### config.mk
export PLATFORM = sky130hd
export DESIGN_NAME = obtl_spread
export DESIGN_NICKNAME = d
export VERILOG_FILES = /design/src/hw/rtl/obtl_pkg.sv /design/src/hw/rtl/obtl_spread.sv
export SDC_FILE = /design/constraint.sdc
export NUM_CORES = 1
export LEC_CHECK = 0
export ABC_AREA = 1
export BUFFER_PORTS_ARGS = -buffer_cell sky130_fd_sc_hd__buf_2
export CORE_MARGIN = 2
export CORE_UTILIZATION = 40
export CTS_BUF_LIST = sky130_fd_sc_hd__clkbuf_8
export CTS_CLUSTER_SIZE = 20
export DETAILED_ROUTE_END_ITERATION = 8
export PLACE_DENSITY = 0.63
export SKIP_CTS_REPAIR_TIMING = 1
export SYNTH_ARGS = -nofsm -noshare
export SYNTH_HDL_FRONTEND = slang
export SYNTH_SLANG_ARGS = --single-unit
### constraint.sdc
create_clock -name clk -period 2.6 [get_ports clk]
set_input_delay 0.13 -clock clk [delete_from_list [all_inputs] [get_ports clk]]
set_output_delay 0.13 -clock clk [all_outputs]
set_load 0.02 [all_outputs]
### src/hw/rtl/obtl_pkg.sv
package obtl_pkg;

	localparam int MAX_LEVELS = 32;
	localparam int PRICE_W = 40;
	localparam int QTY_W = 40;
	localparam int ID_W = 64;
	localparam int CNT_W = 6;
	localparam int DEPTH_W = 45;
	localparam int MID_W = 41;
	localparam int SPREAD_W = 32;
	localparam int FRAC_BITS = 16;
	localparam logic [14:0] BPS_SCALE = 15'd20000;

	localparam logic OP_SNAPSHOT = 1'b0;
	localparam logic OP_UPDATE = 1'b1;
	localparam logic SIDE_BID = 1'b0;
	localparam logic SIDE_ASK = 1'b1;

	typedef struct packed {
		logic opcode;
		logic side;
		logic has_level;
		logic [PRICE_W-1:0] price;
		logic [QTY_W-1:0] qty;
		logic [ID_W-1:0] prev_update_id;
		logic [ID_W-1:0] end_update_id;
		logic last_of_message;
	} in_item_t;

	typedef struct packed {
		logic accepted;
		logic resync_needed;
		logic [PRICE_W-1:0] top_bid;
		logic [PRICE_W-1:0] top_ask;
		logic [MID_W-1:0] mid_times_two;
		logic signed [SPREAD_W-1:0] spread_bps_q16;
		logic [DEPTH_W-1:0] bid_depth;
		logic [DEPTH_W-1:0] ask_depth;
		logic [CNT_W-1:0] bid_levels;
		logic [CNT_W-1:0] ask_levels;
	} out_item_t;

	// control from sequencer to a side chain
	typedef struct packed {
		logic clear;
		logic insert;
		logic sum_start;
		logic sum_step;
	} chain_ctl_t;

endpackage

### src/hw/rtl/obtl_spread.sv
module obtl_spread (
	input  logic clk,
	input  logic arst_n,
	input  logic start,
	input  logic [obtl_pkg::PRICE_W-1:0] bid,
	input  logic [obtl_pkg::PRICE_W-1:0] ask,
	output logic busy,
	output logic [obtl_pkg::SPREAD_W-1:0] result
);
	localparam int SW = obtl_pkg::PRICE_W + 1;
	localparam int NW = SW + 15 + obtl_pkg::FRAC_BITS;
	localparam int STEPS = NW;
	logic [NW-1:0] num_q, quo_q;
	logic [SW:0]   rem_q;
	logic [SW-1:0] den_q;
	logic          neg_q, busy_q;
	logic [6:0]    cnt_q;
	logic [SW:0]   trial;
	logic [SW-1:0] d;
	logic [NW-1:0] mag;

	assign d = (ask < bid) ? SW'(bid - ask) : SW'(ask - bid);
	assign trial = {rem_q[SW-1:0], num_q[NW-1]};
	assign busy = busy_q;
	assign mag = neg_q ? (~quo_q + 1'b1) : quo_q;
	assign result = mag[obtl_pkg::SPREAD_W-1:0];

	// restoring division, one quotient bit per cycle
	always_ff @(posedge clk or negedge arst_n) begin
		if (!arst_n) begin
			busy_q <= 1'b0;
			cnt_q <= '0;
		end else if (start) begin
			busy_q <= 1'b1;
			cnt_q <= 7'(STEPS);
		end else if (busy_q) begin
			cnt_q <= cnt_q - 1'b1;
			if (cnt_q == 7'd1) busy_q <= 1'b0;
		end
	end

	always_ff @(posedge clk) begin
		if (start) begin
			num_q <= (NW'(d) * NW'(obtl_pkg::BPS_SCALE)) << obtl_pkg::FRAC_BITS;
			den_q <= SW'(bid) + SW'(ask);
			rem_q <= '0;
			quo_q <= '0;
			neg_q <= ask < bid;
		end else if (busy_q) begin
			num_q <= num_q << 1;
			if (trial >= {1'b0, den_q}) begin
				rem_q <= trial - {1'b0, den_q};
				quo_q <= {quo_q[NW-2:0], 1'b1};
			end else begin
				rem_q <= trial;
				quo_q <= {quo_q[NW-2:0], 1'b0};
			end
		end
	end
endmodule

Word-level counts from Yosys, hierarchy flattened
Cells that the tools add are included.
W data, S select, Z words.
{"block": "totals", "ff_bits": 174, "inputBits": 83, "out_inout_bits": 33, "wordCells": 30}
{"block": "op_classes", "add_sub_neg": 6, "n_mul": 1, "order_cmp": 2, "n_eq_ne": 1, "muxes": 11, "bitwise_logic": 1, "reduce_logical": 1}
{"op": "$mux W72", "n": 2}
{"op": "$mux W41", "n": 2}
{"op": "$sub A40 B40 Y41", "n": 2}
{"op": "$mul A41 B10 Y51 const B", "n": 1}
{"op": "$ge A42 B41 Y1", "n": 1}
{"op": "$add A40 B40 Y41", "n": 1}
{"op": "$sub A41 B41 Y41", "n": 1}
{"op": "$lt A40 B40 Y1", "n": 1}
{"op": "$add A32 B1 Y32 const B", "n": 1}
{"op": "$mux W32", "n": 1}
{"op": "$not A32 Y32", "n": 1}
{"op": "$mux W7", "n": 2}
{"op": "$eq A7 B1 Y1 const B", "n": 1}
{"op": "$sub A7 B1 Y7 const B", "n": 1}
{"op": "$mux W1", "n": 4}
{"op": "$reduce_bool A2 Y1", "n": 1}

Longest topological paths before layout
{"block": "logic_depth", "depth_word": 4, "mapped_depth": 39, "depth_no_buf": 37}

Worst setup path before layout
Ideal clock, no wire load.
{"block": "synth_timing", "kind": "input port to flip-flop", "start": "input port bid[24] in the netlist's numbering", "end": "register num_q[58], data pin", "setup_ns": 0.254, "arrival_time_ns": 5.419, "required_time_ns": 2.346, "slack_ns": -3.072, "stages": 34, "n_path_buf": 2, "path_cell_list": "inv_1 > ha_1 > buf_2 > a21oi_1 > o21ai_0 > a21oi_2 > nand2_1 > nand2_1 > nand3_2 > buf_2 > o21ai_0 > ha_1 > nand3_1 > nand2_1 > ha_1 > inv_1 > fa_1 > inv_1 > ha_1 > inv_1 > fa_1 > inv_1 > ha_1 > a21oi_1 > o21ai_0 > inv_1 > nand2_1 > inv_1 > o21ai_0 > nand3_1 > nand2_1 > nand2_1 > nand3_1 > nand2_1"}
{"block": "synth_via", "elab_chain_len": 4, "word_cells_on_any_way": 6, "cone_classes": "add/sub (2); mul (1); order compare (1); mux (2)"}
{"item": "start, declared", "line": "obtl_spread.sv:5", "text": "input logic [obtl_pkg::PRICE_W-1:0] bid,"}
{"item": "$sub A40 B40 Y41 or $lt A40 B40 Y1 (tied branches)", "line": "obtl_spread.sv:22", "text": "assign d = (ask < bid) ? SW'(bid - ask) : SW'(ask - bid);"}
{"item": "$mux W41 *", "line": "obtl_spread.sv:22"}
{"item": "$mul A41 B10 Y51 *", "line": "obtl_spread.sv:44", "text": "num_q <= (NW'(d) * NW'(obtl_pkg::BPS_SCALE)) << obtl_pkg::FRAC_BITS;"}
{"item": "$mux W72 *", "line": "obtl_spread.sv:43", "text": "if (start) begin"}
{"item": "end signal, assigned", "line": "obtl_spread.sv:44"}
{"item": "end signal, assigned", "line": "obtl_spread.sv:50", "text": "num_q <= num_q << 1;"}
{"item": "end, declared", "line": "obtl_spread.sv:13", "text": "logic [NW-1:0] num_q, quo_q;"}
Every way passes the cells marked *; elsewhere a longest branch is shown, timed or not.
A chain may end at the register's enable or synchronous reset.

Final worst setup path
{"block": "layout_timing", "start": "input port bid[12] in the netlist's numbering", "end": "register num_q[47], data pin"}
Same word-level chain as after synthesis.

==> metrics list <==
- After legalization and detailed placement, the total HPWL measured 92900 um.
- Yosys mapped the design onto 56 distinct sky130hd cell types.
- The detail route stage leaves a number of antenna-violating nets equal to 0.
- The number of antenna violations at the first check in global routing was 4.
* Reg area: 4460 um^2
- The share of the Yosys chip area taken by registers is 0.163.
* Setup Viol. Count Final: 56
- The floorplan has 95 rows.
* Kind of critical path: in2reg
- Core area: 67400 um^2
* Kind of end point of the critical path: register
- Shortest period the worst path allows: 5.35 ns
- Tightest hold margin: -0.00576 ns
- The routed layout has 31442 vias.
- After the last flow step, the layout net total stands at 5779.
- Area of combinational cells with multiple inputs: 24600 um^2
- Counting flops with an async set or reset pin after synthesis yields a share of 0.0460.
* # H-tree levels: 4
- Clock-pin slew was measured on the worst setup and hold paths at 0.11 ns.
- No sink is reached through more buffers than the 2 on the longest clock path.
- Count of endpoints failing hold in the final timing report: 2
- Vert. Die Dim: 265 um
- Global routing finished with a remaining overflow of 0.
- DR pass1 iterations: 6
* Number of buffers inserted by port buffering: 115
* Met3 wire length: 7120 um
- Counting flops with a built-in enable in the synthesized netlist gives 93.
- After detailed routing, the met2 layer carries 51500 um of wire.
- Final Instance Count excl. Fillers: 6163
- Actual transition at the worst max-transition pin: 0.599 ns
- In this run the worst hold path is classified as in2reg.
- WL per Instance: 18.3 um
- Drt via density: 5.10
- In this run the clock root is driven by a sky130_fd_sc_hd__clkbuf_8.
- First-pass GRT wire length: 165000 um
- During I/O placement, the number of pins put on the boundary was 116.
- Final routed DRC violation total: 0
- For this run, the number of Yosys warnings is 0.
- Largest stage delay on the critical path: 0.54 ns
- When the netlist entered floorplanning its net count stood at 4883.
* # Max-Cap Violations: 0
- In the global route stage, overall resource usage came out at 0.304.
* Ratio of final minimum period to clock period: 2.06
- In this run the horizontal extent of the chip is 265 um.
- On the critical path, the stage with the largest delay is an instance of sky130_fd_sc_hd__fa_1.
- DIE AREA: 70500 um^2
* Required time at the worst-slack endpoint: 2.92 ns
- Uppermost routed layer: met4
* Vias in the first global route: 29747
- Arrival time at the worst endpoint: 5.66 ns
* Maximum number of pins on one net before global-route repair: 89
* Syn avg cell area: 6.25 um^2
* Synth top area share: 0.170
* Area Overhead vs Synth: 52.2%
- Library cell appearing most often on the critical path: sky130_fd_sc_hd__nand2_2
- The most common cell in the synthesized netlist is sky130_fd_sc_hd__nand2_1.
- The checks that failed: negative hold slack, negative setup slack.
* Peak Freq: 187 MHz
* Number of buffers added by the clock tree synthesis step: 17
- Primary flip-flop cell chosen by synthesis mapping: sky130_fd_sc_hd__edfxtp_1
- Most used standard cells in the synthesized netlist: sky130_fd_sc_hd__nand2_1 (1237), sky130_fd_sc_hd__inv_1 (868), sky130_fd_sc_hd__nor2_1 (417)
- Along the worst hold path, the cell count comes to 2.
- Biggest area contributors in the synthesized netlist: sky130_fd_sc_hd__nand2_1 (17%), sky130_fd_sc_hd__ha_1 (15%), sky130_fd_sc_hd__inv_1 (12%), sky130_fd_sc_hd__edfxtp_1 (10%), sky130_fd_sc_hd__fa_1 (7.8%)
- At the end of routability-driven placement, the weighted congestion stood at 1.05.
* Seq cells post-synth: 174
* Kind of start point of the critical path: input pin
- CTS sink cnt: 174
* CTS tree: yes
- Worst skew pair latency: 0.57 ns
- Counting tap cells, the placed design contains a total of 6007 instances.
- The filler cells instantiated in the layout total 6106.
- Run status: finished with violations
* Top cell type by total area after synthesis: sky130_fd_sc_hd__nand2_1
- Setup repair after global routing could not meet its margin everywhere.
* Max Fanout on Critical Path: 7
- For the worst flop-to-flop path, the logic depth is 17.
- Count of pins over their slew limit: 0
- Initial Util: 0.406
- In the final layout, the share of cells above drive strength 1 is 0.367.
* Final Routed Wirelength: 113000 um
- Post-route setup slack: -2.75 ns
- For this block, the initial DRC count from the detailed router was 2399.
- Netlist area before placement: 27300 um^2
- Metal-1 WL: 49600 um
- Clock skew on the completed layout was measured at 0.0297 ns.
* Slew margin rel.: 0.598
- In the synthesized netlist, the number of instances is 4377.
-- metal layers --
metal	GRT usage	up-vias
li1	-	15561
met1	0.404	14702
met2	0.500	995
met3	0.0486	184
met4	0.107	0
met5	0	-
-- final timing paths --
kind / start / end / slack [ns]
max: bid[12] / num_q[47] / -2.75
min: start / rem_q[35] / -0.006
max reg2reg: num_q[71] / rem_q[32] / -0.02
min reg2reg: cnt_q[2] / cnt_q[2] / 0.49
max in group asynchronous: arst_n / busy / 1.70
min in group asynchronous: arst_n / cnt_q[6] / 0.61
-- layout make-up --
type                    count  share of cell area
diodes                      4            0.000241
clock buffers              19             0.00628
clock inverters            13             0.00418
inverters                 878              0.0802
multi-input cells        3242               0.592
flip-flops and latches    174               0.107
well taps                 873              0.0262
repair buffers            960               0.183
-- sequential cells by signal, summed over array words and instances (netlist names) --
register  flops
rem_q        41
den_q        41
num_q        51
cnt_q         7
neg_q         1
quo_q        32
busy          1
-- kinds of logic after synthesis --
logic type	synth area share
buf+inv	0.136
compound gates	0.122
fa+ha+maj	0.223
flops	0.163
simple gates	0.315
xor+xnor	0.0416
-- through the flow --
step | TNS (ns) | hold WS (ns) | instance area (um^2) | setup WS (ns) | utilization
after CTS | -129.74 | -0.658 | 36900 | -3.13 | 0.548
final | -111.47 | -0.00576 | 41600 | -2.75 | 0.617
after global routing | -121.29 | 0.00987 | 41600 | -3.00 | 0.617
after global placement | -156.62 | -0.0113 | 36500 | -3.77 | 0.541
after floorplan | -103.83 | -0.166 | 29900 | -2.54 | -
after detailed placement | -157.89 | -0.00934 | 36500 | -3.74 | 0.541
-- layout by cell type (no fill, tap or decap), types with 75 or more instances in the layout --
cell / n
sky130_fd_sc_hd__buf_2: 80
sky130_fd_sc_hd__nor2_1: 292
sky130_fd_sc_hd__a21oi_1: 146
sky130_fd_sc_hd__edfxtp_1: 93
sky130_fd_sc_hd__nand2_2: 156
sky130_fd_sc_hd__xor2_1: 101
sky130_fd_sc_hd__nor2_4: 83
sky130_fd_sc_hd__nand2_1: 985
sky130_fd_sc_hd__buf_4: 762
sky130_fd_sc_hd__buf_6: 89
sky130_fd_sc_hd__inv_1: 768
sky130_fd_sc_hd__ha_4: 119
sky130_fd_sc_hd__o21ai_0: 86
sky130_fd_sc_hd__nand2_4: 103
sky130_fd_sc_hd__fa_1: 102
sky130_fd_sc_hd__inv_2: 94
sky130_fd_sc_hd__a21oi_2: 75
sky130_fd_sc_hd__ha_1: 191
sky130_fd_sc_hd__nand3_1: 219
-- critical path: cells and delay by family --
| family | cells | cell delay (ns) |
|---|---|---|
| AO/OA/AOI/OAI | 5 | 0.83 |
| adder cells (fa/ha/maj) | 7 | 2.64 |
| buffers and inverters | 11 | 1.09 |
| AND/OR/NAND/NOR | 12 | 0.96 |
Power is not shown: default switching activity piles up to over one toggle a cycle in this logic, so the estimate is an artifact.
